`src/hw/rtl/bfa_pkg.sv`:
```
// ----------------------------------------------------------------------------
// bfa_pkg
// types and constants shared by the block table fit allocator
// ----------------------------------------------------------------------------
package bfa_pkg;

    localparam int MAX_BLOCKS   = 64;
    localparam int IDX_W        = $clog2(MAX_BLOCKS);
    localparam int CNT_W        = IDX_W + 1;
    localparam int HEADER_BYTES = 32;
    localparam int HEAP_BYTES   = 1048576;
    localparam int SIZE_W       = 16;
    localparam int OFF_W        = 20;
    localparam int LIMIT_W      = 21;
    localparam int TOP_W        = 21;
    localparam int NEED_W       = SIZE_W + 1;

    localparam logic [LIMIT_W-1:0] HEAP_LIMIT_RST = LIMIT_W'(HEAP_BYTES);

    typedef enum logic [2:0] {
        ST_REUSED  = 3'd0,
        ST_GROWN   = 3'd1,
        ST_NOSPACE = 3'd2,
        ST_ZERO    = 3'd3,
        ST_FREED   = 3'd4,
        ST_BADFREE = 3'd5
    } status_t;

    typedef enum logic [1:0] {
        FIT_FIRST = 2'd0,
        FIT_NEXT  = 2'd1,
        FIT_BEST  = 2'd2,
        FIT_WORST = 2'd3
    } policy_t;

    typedef enum logic [0:0] {
        REG_FIT_POLICY = 1'b0,
        REG_HEAP_LIMIT = 1'b1
    } cfg_reg_t;

    typedef struct packed {
        logic [SIZE_W-1:0] size;
        logic [OFF_W-1:0]  offset;
        logic              free;
    } entry_t;

    typedef struct packed {
        logic             en;
        logic [IDX_W-1:0] addr;
        entry_t           data;
    } mem_wr_t;

    typedef struct packed {
        status_t           status;
        logic [IDX_W-1:0]  idx;
        logic [OFF_W-1:0]  offset;
        logic [SIZE_W-1:0] size;
    } result_t;

endpackage

```
`src/hw/rtl/bfa_table.sv`:
```
// ----------------------------------------------------------------------------
// bfa_table
// block table memory: one write port, one read port, registered read data
// ----------------------------------------------------------------------------
module bfa_table (
    input  logic                          clk,
    input  logic                          rd_en,
    input  logic [bfa_pkg::IDX_W-1:0]     rd_addr,
    output bfa_pkg::entry_t               rd_data,
    input  bfa_pkg::mem_wr_t              wr
);

    bfa_pkg::entry_t mem [bfa_pkg::MAX_BLOCKS];
    bfa_pkg::entry_t rd_data_reg;

    always_ff @(posedge clk)
    begin
        if (wr.en)
        begin
            mem[wr.addr] <= wr.data;
        end
        if (rd_en)
        begin
            rd_data_reg <= mem[rd_addr];
        end
    end

    assign rd_data = rd_data_reg;

endmodule

```
`src/hw/rtl/bfa_ctrl.sv`:
```
// ----------------------------------------------------------------------------
// bfa_ctrl
// item sequencer: table scan, fit selection, growth and free handling
// ----------------------------------------------------------------------------
module bfa_ctrl (
    input  logic                          clk,
    input  logic                          rst_n,
    // item side
    input  logic                          in_valid,
    output logic                          in_ready,
    input  logic                          in_mode,
    input  logic [bfa_pkg::SIZE_W-1:0]    in_req,
    input  logic [bfa_pkg::IDX_W-1:0]     in_idx,
    // configuration
    input  bfa_pkg::policy_t              fit_policy,
    input  logic [bfa_pkg::LIMIT_W-1:0]   heap_limit,
    // result side
    output logic                          res_valid,
    input  logic                          res_ready,
    output bfa_pkg::result_t              res,
    // table memory
    output logic                          mem_rd_en,
    output logic [bfa_pkg::IDX_W-1:0]     mem_rd_addr,
    input  bfa_pkg::entry_t               mem_rd_data,
    output bfa_pkg::mem_wr_t              mem_wr
);

    typedef enum logic [4:0] {
        S_IDLE     = 5'b00001,
        S_FREE_CHK = 5'b00010,
        S_SCAN     = 5'b00100,
        S_FINISH   = 5'b01000,
        S_DONE     = 5'b10000
    } state_t;

    localparam int IW = bfa_pkg::IDX_W;
    localparam int CW = bfa_pkg::CNT_W;
    localparam int SW = bfa_pkg::SIZE_W;
    localparam int OW = bfa_pkg::OFF_W;
    localparam int TW = bfa_pkg::TOP_W;

    function automatic logic [IW-1:0] wrap_next(input logic [IW-1:0] a,
                                                input logic [CW-1:0] cnt);
        logic [CW-1:0] n;
        n = {1'b0, a} + CW'(1);
        wrap_next = (n == cnt) ? '0 : n[IW-1:0];
    endfunction

    // control state
    state_t         state_reg, state_next;
    logic [CW-1:0]  count_reg, count_next;
    logic [TW-1:0]  top_reg, top_next;
    logic [IW-1:0]  rover_reg, rover_next;
    logic [CW-1:0]  iss_left_reg, iss_left_next;
    logic [CW-1:0]  chk_left_reg, chk_left_next;
    logic           found_reg, found_next;

    // payload
    logic [SW-1:0]  need_reg, need_next;
    logic [IW-1:0]  iss_addr_reg, iss_addr_next;
    logic [IW-1:0]  chk_addr_reg, chk_addr_next;
    logic [IW-1:0]  pick_idx_reg, pick_idx_next;
    logic [SW-1:0]  pick_size_reg, pick_size_next;
    logic [OW-1:0]  pick_off_reg, pick_off_next;
    bfa_pkg::result_t res_reg, res_next;
    bfa_pkg::mem_wr_t wr_reg, wr_next;

    logic [bfa_pkg::NEED_W-1:0] need_round;
    logic [IW-1:0]  scan_start;
    logic           fit;
    logic           take;
    logic           first_like;
    logic [TW:0]    newtop;
    logic [bfa_pkg::LIMIT_W-1:0] limit;

    assign need_round = ({1'b0, in_req} + bfa_pkg::NEED_W'(3))
                        & ~bfa_pkg::NEED_W'(3);
    assign first_like = (fit_policy == bfa_pkg::FIT_FIRST)
                        || (fit_policy == bfa_pkg::FIT_NEXT);
    assign scan_start = ((fit_policy == bfa_pkg::FIT_NEXT)
                         && ({1'b0, rover_reg} < count_reg)) ? rover_reg : '0;
    assign fit  = mem_rd_data.free && (mem_rd_data.size >= need_reg);
    assign take = fit && (first_like || !found_reg
                  || ((fit_policy == bfa_pkg::FIT_BEST)
                      && (mem_rd_data.size < pick_size_reg))
                  || ((fit_policy == bfa_pkg::FIT_WORST)
                      && (mem_rd_data.size > pick_size_reg)));
    assign newtop = {1'b0, top_reg} + (TW+1)'(bfa_pkg::HEADER_BYTES)
                    + (TW+1)'(need_reg);
    assign limit = (heap_limit < bfa_pkg::HEAP_LIMIT_RST) ? heap_limit
                                                         : bfa_pkg::HEAP_LIMIT_RST;

    assign in_ready  = (state_reg == S_IDLE);
    assign res_valid = (state_reg == S_DONE);
    assign res       = res_reg;

    always_comb
    begin
        state_next     = state_reg;
        count_next     = count_reg;
        top_next       = top_reg;
        rover_next     = rover_reg;
        iss_left_next  = iss_left_reg;
        chk_left_next  = chk_left_reg;
        found_next     = found_reg;
        need_next      = need_reg;
        iss_addr_next  = iss_addr_reg;
        chk_addr_next  = chk_addr_reg;
        pick_idx_next  = pick_idx_reg;
        pick_size_next = pick_size_reg;
        pick_off_next  = pick_off_reg;
        res_next       = res_reg;
        wr_next        = wr_reg;
        mem_rd_en      = 1'b0;
        mem_rd_addr    = iss_addr_reg;
        mem_wr         = wr_reg;
        mem_wr.en      = 1'b0;

        case (state_reg)
            S_IDLE:
            begin
                if (in_valid)
                begin
                    res_next   = '0;
                    wr_next    = '0;
                    found_next = 1'b0;
                    if (in_mode)
                    begin
                        chk_addr_next = in_idx;
                        if ({1'b0, in_idx} >= count_reg)
                        begin
                            res_next.status = bfa_pkg::ST_BADFREE;
                            state_next      = S_DONE;
                        end
                        else
                        begin
                            mem_rd_en   = 1'b1;
                            mem_rd_addr = in_idx;
                            state_next  = S_FREE_CHK;
                        end
                    end
                    else if (need_round == '0)
                    begin
                        res_next.status = bfa_pkg::ST_ZERO;
                        state_next      = S_DONE;
                    end
                    else if (need_round[bfa_pkg::NEED_W-1])
                    begin
                        // rounds past the largest block size
                        res_next.status = bfa_pkg::ST_NOSPACE;
                        state_next      = S_DONE;
                    end
                    else
                    begin
                        need_next = need_round[SW-1:0];
                        if (count_reg == '0)
                        begin
                            state_next = S_FINISH;
                        end
                        else
                        begin
                            mem_rd_en     = 1'b1;
                            mem_rd_addr   = scan_start;
                            chk_addr_next = scan_start;
                            iss_addr_next = wrap_next(scan_start, count_reg);
                            iss_left_next = count_reg - CW'(1);
                            chk_left_next = count_reg;
                            state_next    = S_SCAN;
                        end
                    end
                end
            end

            S_FREE_CHK:
            begin
                if (mem_rd_data.free)
                begin
                    res_next.status = bfa_pkg::ST_BADFREE;
                end
                else
                begin
                    res_next.status   = bfa_pkg::ST_FREED;
                    res_next.idx      = chk_addr_reg;
                    res_next.offset   = mem_rd_data.offset + OW'(bfa_pkg::HEADER_BYTES);
                    res_next.size     = mem_rd_data.size;
                    wr_next.en        = 1'b1;
                    wr_next.addr      = chk_addr_reg;
                    wr_next.data      = mem_rd_data;
                    wr_next.data.free = 1'b1;
                end
                state_next = S_DONE;
            end

            S_SCAN:
            begin
                // one read issued and one entry checked per cycle
                if (iss_left_reg != '0)
                begin
                    mem_rd_en     = 1'b1;
                    mem_rd_addr   = iss_addr_reg;
                    chk_addr_next = iss_addr_reg;
                    iss_addr_next = wrap_next(iss_addr_reg, count_reg);
                    iss_left_next = iss_left_reg - CW'(1);
                end
                if (take)
                begin
                    found_next     = 1'b1;
                    pick_idx_next  = chk_addr_reg;
                    pick_size_next = mem_rd_data.size;
                    pick_off_next  = mem_rd_data.offset;
                end
                chk_left_next = chk_left_reg - CW'(1);
                if ((fit && first_like) || (chk_left_reg == CW'(1)))
                begin
                    state_next = S_FINISH;
                end
            end

            S_FINISH:
            begin
                if (found_reg)
                begin
                    res_next.status = bfa_pkg::ST_REUSED;
                    res_next.idx    = pick_idx_reg;
                    res_next.offset = pick_off_reg + OW'(bfa_pkg::HEADER_BYTES);
                    res_next.size   = pick_size_reg;
                    wr_next.en      = 1'b1;
                    wr_next.addr    = pick_idx_reg;
                    wr_next.data    = '{size: pick_size_reg, offset: pick_off_reg,
                                        free: 1'b0};
                    rover_next      = pick_idx_reg;
                end
                else if ((count_reg >= CW'(bfa_pkg::MAX_BLOCKS))
                         || (newtop > {1'b0, limit}))
                begin
                    res_next.status = bfa_pkg::ST_NOSPACE;
                end
                else
                begin
                    res_next.status = bfa_pkg::ST_GROWN;
                    res_next.idx    = count_reg[IW-1:0];
                    res_next.offset = top_reg[OW-1:0] + OW'(bfa_pkg::HEADER_BYTES);
                    res_next.size   = need_reg;
                    wr_next.en      = 1'b1;
                    wr_next.addr    = count_reg[IW-1:0];
                    wr_next.data    = '{size: need_reg, offset: top_reg[OW-1:0],
                                        free: 1'b0};
                    count_next      = count_reg + CW'(1);
                    top_next        = newtop[TW-1:0];
                    rover_next      = count_reg[IW-1:0];
                end
                state_next = S_DONE;
            end

            S_DONE:
            begin
                // table update lands with the result transfer
                if (res_ready)
                begin
                    mem_wr.en  = wr_reg.en;
                    state_next = S_IDLE;
                end
            end

            default:
            begin
                state_next = S_IDLE;
            end
        endcase
    end

    always_ff @(posedge clk or negedge rst_n)
    begin
        if (!rst_n)
        begin
            state_reg    <= S_IDLE;
            count_reg    <= '0;
            top_reg      <= '0;
            rover_reg    <= '0;
            iss_left_reg <= '0;
            chk_left_reg <= '0;
            found_reg    <= 1'b0;
        end
        else
        begin
            state_reg    <= state_next;
            count_reg    <= count_next;
            top_reg      <= top_next;
            rover_reg    <= rover_next;
            iss_left_reg <= iss_left_next;
            chk_left_reg <= chk_left_next;
            found_reg    <= found_next;
        end
    end

    always_ff @(posedge clk)
    begin
        need_reg      <= need_next;
        iss_addr_reg  <= iss_addr_next;
        chk_addr_reg  <= chk_addr_next;
        pick_idx_reg  <= pick_idx_next;
        pick_size_reg <= pick_size_next;
        pick_off_reg  <= pick_off_next;
        res_reg       <= res_next;
        wr_reg        <= wr_next;
    end

endmodule

```
`src/hw/rtl/block_table_fit_allocator.sv`:
```
// ----------------------------------------------------------------------------
// block_table_fit_allocator
// heap block table with first, next, best and worst fit allocation and free
// ----------------------------------------------------------------------------
// sequence: an allocate scans table entries, then reuses a block, grows the
//   heap or fails in a finish step; a free reads its entry before the result;
//   zero size, oversize or a free beyond the table go straight to the result
// throughput: one item at a time; the scan reads one entry per cycle from the table memory
// reset: counts, heap top, rover and config registers return to their reset
//   values at once; table contents need no clearing pass
module block_table_fit_allocator (
    input  logic        clk,
    input  logic        rst_n,
    // item stream in
    input  logic        s_axis_tvalid,
    output logic        s_axis_tready,
    input  logic [23:0] s_axis_tdata,   // request_size[15:0], block_index[21:16], zero fill
    input  logic        s_axis_tuser,   // mode
    // result stream out
    output logic        m_axis_tvalid,
    input  logic        m_axis_tready,
    output logic [47:0] m_axis_tdata,   // granted_index[5:0], data_offset[25:6],
                                        // granted_size[41:26], zero fill
    output logic [2:0]  m_axis_tuser,   // status
    // configuration writes
    input  logic        cfg_valid,
    output logic        cfg_ready,
    input  logic        cfg_index,
    input  logic [20:0] cfg_data
);

    // configuration registers
    bfa_pkg::policy_t            policy_reg, policy_next;
    logic [bfa_pkg::LIMIT_W-1:0] limit_reg, limit_next;

    // output register, frees the sequencer while a result waits
    logic             m_valid_reg, m_valid_next;
    bfa_pkg::result_t m_res_reg, m_res_next;

    logic             res_valid;
    logic             res_ready;
    bfa_pkg::result_t res;

    logic                        mem_rd_en;
    logic [bfa_pkg::IDX_W-1:0]   mem_rd_addr;
    bfa_pkg::entry_t             mem_rd_data;
    bfa_pkg::mem_wr_t            mem_wr;

    assign cfg_ready = 1'b1;

    always_comb
    begin
        policy_next = policy_reg;
        limit_next  = limit_reg;
        if (cfg_valid)
        begin
            case (bfa_pkg::cfg_reg_t'(cfg_index))
                bfa_pkg::REG_FIT_POLICY: policy_next = bfa_pkg::policy_t'(cfg_data[1:0]);
                bfa_pkg::REG_HEAP_LIMIT: limit_next  = cfg_data;
                default:                 limit_next  = limit_reg;
            endcase
        end
    end

    // result slot takes a new transfer when empty or draining this cycle
    assign res_ready = !m_valid_reg || m_axis_tready;

    always_comb
    begin
        m_valid_next = m_valid_reg;
        m_res_next   = m_res_reg;
        if (res_valid && res_ready)
        begin
            m_valid_next = 1'b1;
            m_res_next   = res;
        end
        else if (m_axis_tready)
        begin
            m_valid_next = 1'b0;
        end
    end

    always_ff @(posedge clk or negedge rst_n)
    begin
        if (!rst_n)
        begin
            policy_reg  <= bfa_pkg::FIT_FIRST;
            limit_reg   <= bfa_pkg::HEAP_LIMIT_RST;
            m_valid_reg <= 1'b0;
        end
        else
        begin
            policy_reg  <= policy_next;
            limit_reg   <= limit_next;
            m_valid_reg <= m_valid_next;
        end
    end

    always_ff @(posedge clk)
    begin
        m_res_reg <= m_res_next;
    end

    assign m_axis_tvalid = m_valid_reg;
    assign m_axis_tuser  = m_res_reg.status;
    assign m_axis_tdata  = {6'd0, m_res_reg.size, m_res_reg.offset, m_res_reg.idx};

    // sequencer
    bfa_ctrl u_ctrl (
        .clk         (clk),
        .rst_n       (rst_n),
        .in_valid    (s_axis_tvalid),
        .in_ready    (s_axis_tready),
        .in_mode     (s_axis_tuser),
        .in_req      (s_axis_tdata[15:0]),
        .in_idx      (s_axis_tdata[21:16]),
        .fit_policy  (policy_reg),
        .heap_limit  (limit_reg),
        .res_valid   (res_valid),
        .res_ready   (res_ready),
        .res         (res),
        .mem_rd_en   (mem_rd_en),
        .mem_rd_addr (mem_rd_addr),
        .mem_rd_data (mem_rd_data),
        .mem_wr      (mem_wr)
    );

    // block table
    bfa_table u_table (
        .clk     (clk),
        .rd_en   (mem_rd_en),
        .rd_addr (mem_rd_addr),
        .rd_data (mem_rd_data),
        .wr      (mem_wr)
    );

endmodule

```
`config.mk`:
```
export PLATFORM = sky130hd
export DESIGN_NAME = block_table_fit_allocator
export DESIGN_NICKNAME = d
export VERILOG_FILES = /design/src/hw/rtl/bfa_pkg.sv /design/src/hw/rtl/bfa_table.sv /design/src/hw/rtl/bfa_ctrl.sv /design/src/hw/rtl/block_table_fit_allocator.sv
export SDC_FILE = /design/constraint.sdc
export NUM_CORES = 2
export LEC_CHECK = 0
export ABC_CLOCK_PERIOD_IN_PS = 6900
export CORE_MARGIN = 2
export CORE_UTILIZATION = 55
export DETAILED_ROUTE_END_ITERATION = 12
export DONT_BUFFER_PORTS = 1
export PLACE_DENSITY = 0.7
export SYNTH_ARGS = -nofsm -noshare
export SYNTH_HDL_FRONTEND = slang
export SYNTH_SLANG_ARGS = --single-unit
```
`constraint.sdc`:
```
create_clock -name clk -period 6.9 [get_ports clk]
set_input_delay 0.69 -clock clk [delete_from_list [all_inputs] [get_ports clk]]
set_output_delay 0.69 -clock clk [all_outputs]
set_load 0.005 [all_outputs]
```
# Word-level counts from Yosys, hierarchy flattened
# Memories as Yosys holds them, arrays and structs flattened. A register that Yosys moved wholly into a read port is not among the register bits.
# Cells that the tools add are included.
[totals]
ram_bits = 2368
ff_bits = 280
mem_count = 1
input_bits = 52
output_inout_bits = 54
wordCells = 201
[op_classes]
n_reduce_logical = 37
n_bitwise = 6
n_mux = 82
n_lt_le_gt_ge = 8
add_sub_neg = 12
n_eq_ne = 26
[memory_table]
columns = ["name", "depth", "width", "read_ports", "rd_ports_with_merged_regs", "write_ports", "line_no", "source"]
rows = [
  ["u_table.mem", 64, 37, 1, 1, 1, "bfa_table.sv:13", "bfa_pkg::entry_t mem [bfa_pkg::MAX_BLOCKS];"],
]
[ops]
columns = ["operator", "count"]
rows = [
  ["$mux 44", 4],
  ["$mux 6", 24],
  ["$pmux 45 s3", 1],
  ["$pmux 44 s3", 1],
  ["$mux 45", 2],
  ["$mux 42", 2],
  ["$mux 7", 11],
  ["$add 20x6->20 const B", 3],
  ["$mux 5", 7],
  ["$pmux 7 s2", 2],
  ["$pmux 6 s2", 2],
  ["$add 21x6->22 const B", 1],
  ["$add 22x16->22", 1],
  ["$gt 22x21->1", 1],
  ["$lt 21x21->1 const B", 1],
  ["$mux 21", 1],
  ["$sub 7x1->7 const B", 3],
  ["$pmux 5 s4", 1],
  ["$add 16x2->17 const B", 1],
  ["$logic_not 17->1", 1],
  ["$ge 16x16->1", 1],
  ["$gt 16x16->1", 1],
  ["$lt 16x16->1", 1],
  ["$mux 1", 16],
  ["38 further kinds", 82],
]

# Depth between registers and ports, before layout
[logic_depth]
word_depth = 12
ltp_mapped = 25

# Hierarchy
# A second synthesis with hierarchy kept.
[unflattened]
hier_cells = 5399
area_unflattened_um2 = 106058.0
[by_module_without_submodules]
columns = ["mod", "seq_area_each_um2", "cells_each", "instances", "area_per_inst_um2"]
rows = [
  ["bfa_table", 72219.3, 4066, 1, 91462.7],
  ["bfa_ctrl", 5206.2, 1225, 1, 12194.2],
  ["block_table_fit_allocator", 1953.1, 108, 1, 2401.1],
]

# Least setup slack after synthesis
# OpenSTA, ideal clock, no wires.
[synth_path]
path_type = "input -> register"
start = "input port m_axis_tready"
end = "memory u_table.mem[31][0] (netlist name), enable pin"
path_buffers = 0
setup_slack_ns = 1.290
t_arrival_ns = 5.179
setup_time_ns = 0.431
t_required_ns = 6.469
path_stages = 5
path_cell_list = "nand2b_1 > nor2b_1 > and3_1 > nand3_1 > nor2_1"
[synth_between]
elab_chain_len = 5
[synth_lines]
columns = ["item", "line_no", "source"]
rows = [
  ["start: declaration", "block_table_fit_allocator.sv:21", "input logic m_axis_tready,"],
  ["$logic_or 1x1->1", "block_table_fit_allocator.sv:66", "assign res_ready = !m_valid_reg || m_axis_tready;"],
  ["$mux 1", "bfa_ctrl.sv:258", "if (res_ready)"],
  ["$mux 1", "bfa_ctrl.sv:119", "case (state_reg)"],
  ["$mux 1", "bfa_table.sv:18", "if (wr.en)"],
  ["$mux 1 (implied by the code)", "bfa_table.sv:20", "mem[wr.addr] <= wr.data;"],
  ["end: declaration", "bfa_table.sv:13", ""],
]
# No other way between the ends.

# Worst setup path in the final report
[layout_path]
start = "register u_ctrl.need_reg[3]"
end = "register u_ctrl.top_reg[15]"
[layout_between]
elab_chain_len = 5
[layout_lines]
columns = ["item", "line_no", "source"]
rows = [
  ["start: declaration", "bfa_ctrl.sv:59", "logic [SW-1:0] need_reg, need_next;"],
  ["start signal: assignment", "bfa_ctrl.sv:298", "need_reg <= need_next;"],
  ["$add 22x16->22", "bfa_ctrl.sv:89", "+ (TW+1)'(need_reg);"],
  ["via u_ctrl.newtop[17]", "bfa_ctrl.sv:73", "logic [TW:0] newtop;"],
  ["$gt 22x21->1", "bfa_ctrl.sv:234", "|| (newtop > {1'b0, limit}))"],
  ["$logic_or 1x1->1", "bfa_ctrl.sv:234", ""],
  ["$not 1->1 (no source line)", "-", ""],
  ["$reduce_and 3->1 (no source line)", "-", ""],
  ["end signal: assignment", "bfa_ctrl.sv:288", "top_reg <= top_next;"],
  ["end: declaration", "bfa_ctrl.sv:52", "logic [TW-1:0] top_reg, top_next;"],
]
# The timed path passes the listed nets, and every way through them passes these cells.
# A chain may end at the register's enable or synchronous reset.

==> results.rst <==
.. list-table::
   :header-rows: 1

   * - Metric
     - Value
   * - Flop and latch count out of synthesis
     - about 2700
   * - Number of global-route vias before repair
     - 61600
   * - Critical path cell sequence
     - ha_1 > ha_1 > fa_1 > a21o_1 > a21oi_1 > o21bai_1 > a31oi_1 > o2111ai_1 > a31oi_1 > xnor2_1 > ha_1 > nand4_1 > nor3_1 > o21ai_0 > a222oi_1 > o21bai_1 > nand2b_1 > buf_4 > mux2_2
   * - Run status
     - completed
   * - Share of cells above drive strength 1
     - 11.7%
   * - Slowest Stage Delay on Critical Path
     - roughly 0.55 ns
   * - Starting density of the core
     - 55.5%
   * - Largest fanout on the critical path
     - 13
   * - Post-detailed-placement cell area
     - 111000 um^2
   * - Count of pins on the block boundary
     - 106
   * - Number of clock sinks seen by CTS
     - 2656
   * - Post-synthesis share of cell area spent on and, or, nand and nor gates
     - 7.75%
   * - Kind of launch point of the worst setup path
     - register
   * - Area delta synth->final
     - 12.0%
   * - Number of flip-flops under the largest register name
     - around 2400
   * - Slowest cell on the critical path
     - nand2b_1
   * - Final Hold Vio Count
     - 0
   * - Maximum Capacitance Violations
     - 0
   * - Count of instances resized after the clock tree is built
     - 0
   * - HP Class
     - primary input to register
   * - Actual slew at the worst max-slew pin
     - 1.38 ns
   * - Input/output buffers
     - 0
   * - Cell chosen for the clock root
     - clkbuf_16
   * - Adder and majority gate portion of the synthesized area
     - 1.14%
   * - Crit Path Category
     - register to register
   * - Drc violations
     - 0
   * - Async SR Flop Fraction
     - 2.86%
   * - Post-CTS Hold Fix Bufs
     - 41
   * - Total global routing track utilization
     - 29.4%
   * - Max-slew headroom
     - 7.13%
   * - Vias post-DR
     - 63800
   * - Number of enable-type register cells in the synthesized netlist
     - 2580
   * - Post-CTS Repair Setup Buffers
     - 0
   * - Wire per inst
     - 30.2 um
   * - Sequential area share after synthesis
     - 74.1%
   * - Primary flip-flop cell chosen by synthesis mapping
     - edfxtp_1
   * - Layout net count
     - 7232
   * - First-iteration detailed-routing DRC count
     - 9096
   * - Total setup violations reported at the end of the flow
     - 0
   * - Cell variety after synth
     - 88
   * - Number of antenna violations at the first check in global routing
     - 12
   * - Setup Skew
     - between 0.06 and 0.07 ns
   * - Most flops, register
     - u_table.mem
   * - Mapped cell area
     - 107000 um^2
   * - Count of buffering cells on the critical path with inverters included
     - 1
   * - Leakage Power
     - slightly above 40 nW
   * - Startpoint of the most critical register-to-register path
     - u_ctrl.need_reg[3]
   * - Required time at the worst-slack endpoint
     - 7.70 ns
   * - Dominant combinational cell family by area after synthesis
     - simple AND/OR/NAND/NOR gates
   * - Core area
     - 193000 um^2
   * - Total design power
     - 54.2 mW
   * - Final critical path time including I/O delays and setup
     - between 5 and 6 ns
   * - Most Frequent Cell on Critical Path
     - ha_1
   * - Worst Setup SP
     - u_ctrl.need_reg[3]
   * - Vias per std cell
     - roughly 6.5
   * - Largest net degree at the start of global routing
     - roughly 180
   * - Share of the synthesized area in compound gates (AO/OA/AOI/OAI)
     - ~7.5%
   * - Wire length after detailed routing
     - a little under 300000 um
   * - Final Instance Area
     - roughly 120000 um^2
   * - Clock transition at the registers of the reported paths
     - around 0.06 ns
   * - Die outline area
     - 198000 um^2
   * - Multiplexer area fraction after synthesis
     - 6.85%
   * - Max Root-Sink Buffers
     - 4
   * - Height of the die
     - 445 um
   * - Kind of capture point of the worst setup path
     - register
   * - Mean post-synth cell area
     - 15.4 um^2
   * - Number of CTS-inserted buffers
     - 284
   * - Synth Instances
     - 6968
   * - GRT Residual Overflow
     - 0
   * - Hold wc startpoint
     - s_axis_tdata[14]
   * - Clock network latency to the later pin of the worst-skew pair
     - 0.95 ns
   * - Cell class contributing the biggest share of worst-path delay
     - compound AO/OA/AOI/OAI gates
   * - Arrival time at the worst endpoint
     - 6.78 ns
   * - Width of the die
     - 445 um
   * - Unrepaired setup endpoints after global routing
     - false
   * - Final GP Congestion
     - 0.874
   * - Iteration count of the initial detailed-routing pass
     - 8
   * - H-tree depth reported by CTS
     - 5
   * - Sum of negative setup slack
     - 0 ns
   * - Synth Area in XOR/XNOR
     - 0.613%
   * - CTS tree
     - yes
   * - Number of warning messages in the yosys log
     - 0
   * - Wire length of the first global-routing pass
     - 422000 um
   * - Ratio of total power to cell area
     - 452 nW/um^2
   * - Hold WS
     - roughly 0.060 ns
   * - Max-slew violation count
     - 0
   * - Final cycle utilization of the critical path
     - 86.7%
   * - Highest attainable clock frequency
     - roughly 0.17 GHz
   * - Worst IR drop on VDD
     - between 0.8 and 0.9 mV
   * - Row count
     - 161
   * - DRT antenna net count
     - 0
   * - Placed wire-length estimate
     - between 150000 and 200000 um
[through the flow]
stage	setup slack, ns	cells	utilization (%)
3_5_place_dp	0.883	9282	57.5
4_1_cts	0.875	9795	62.1
5_1_grt	0.532	9795	62.1
3_3_place_gp	0.893	9282	57.5
6_report	0.919	9797	62.1
2_1_floorplan	1.29	6973	-
[routing by layer]
metal	vias to the layer above	GRT usage, %	wire (um)
met5	-	0.611	264
met4	16	13.4	14200
met3	558	6.01	32900
met2	3742	45.9	136000
met1	32200	40.1	112000
li1	27400	-	-
[cell usage after synthesis (72+ instances only)]
library cell / n / area [um^2]
edfxtp_1: 2580 / 77500
nand2_1: 903 / 3390
mux2i_1: 599 / 6000
a21oi_1: 279 / 1400
clkbuf_1: 272 / 1020
and3_1: 195 / 1220
a211oi_1: 194 / 1460
o21ai_0: 166 / 831
o22ai_1: 153 / 957
nor2_1: 152 / 571
nand3_1: 146 / 731
nand4_1: 127 / 795
buf_2: 120 / 601
mux2_2: 119 / 1340
ha_1: 96 / 1200
nor4_1: 80 / 500
dfrtp_1: 74 / 1850
a221o_1: 72 / 721
[report_power, final]
group          internal, mW  switching, mW
Clock                  8.21           5.95
Combinational          5.52           13.0
Sequential             20.7          0.788
Total                  34.4           19.8
[cells in the final DEF (no fill, tap or decap), types with 9 or more instances in the layout]
master / Yosys / layout
a211oi_1: 194 / 194
a21oi_1: 279 / 279
a31oi_1: 45 / 45
nor3_1: 23 / 20
a21o_1: 45 / 45
dlygate4sd3_1: 0 / 40
xnor2_1: 52 / 52
nor2_4: 1 / 69
buf_4: 12 / 198
nand3_1: 146 / 144
nand2_1: 903 / 898
edfxtp_1: 2580 / 2580
a41oi_1: 10 / 10
o22ai_1: 153 / 153
nand4_1: 127 / 127
and4_1: 45 / 45
dfrtp_1: 74 / 73
nor2_1: 152 / 86
a311oi_1: 38 / 38
nor2b_1: 10 / 9
mux2i_1: 599 / 599
clkbuf_16: 0 / 293
and3_1: 195 / 194
clkbuf_1: 272 / 58
inv_1: 56 / 56
clkinv_1: 2 / 58
a22oi_1: 37 / 37
clkinv_2: 0 / 41
xor2_1: 23 / 23
o21ai_0: 166 / 166
mux2_2: 119 / 119
o211ai_1: 43 / 43
a41oi_2: 27 / 27
buf_12: 0 / 28
a221o_1: 72 / 72
bufinv_16: 0 / 12
nand2b_1: 10 / 10
ha_1: 96 / 96
nor4_1: 80 / 80
[layout make-up]
class	count	area, um^2
flip-flops and latches	2656	79400
well taps	2526	3160
diodes	2	5.00
inverters	59	221
clock inverters	116	835
multi-input cells	3815	26200
repair buffers	267	2470
clock buffers	356	7620
fillers	13600	73100
[final timing paths]
kind / depth (start not counted) / endpoint / slack, ns
setup / recovery: 19 / u_ctrl.top_reg[15] / 0.92
hold / removal: 2 / u_ctrl.need_reg[15] / 0.06
setup reg to reg: 19 / u_ctrl.top_reg[15] / 0.92
hold reg to reg: 0 / m_axis_tdata[15] / 0.42
max in group asynchronous: 2 / u_ctrl.state_reg[0] / 6.18
min in group asynchronous: 2 / limit_reg[10] / 0.36
[cell families after synthesis]
logic type,count (synthesis)
flops,2656
simple gates,1746
other cells,2
compound gates,1172
fa+ha+maj,97
buf+inv,502
xor+xnor,75
mux,718
[worst reg2reg max path, delay by kind of cell (launching register included)]
family / cells / cell delay [ns]
buf+inv: 1 / 0.34
mux: 1 / 0.36
simple gates: 3 / 0.98
compound gates: 9 / 2.32
xor+xnor: 1 / 0.14
fa+ha+maj: 4 / 1.32
flops: 1 / 0.43
Power figures use the tool's default switching activity.
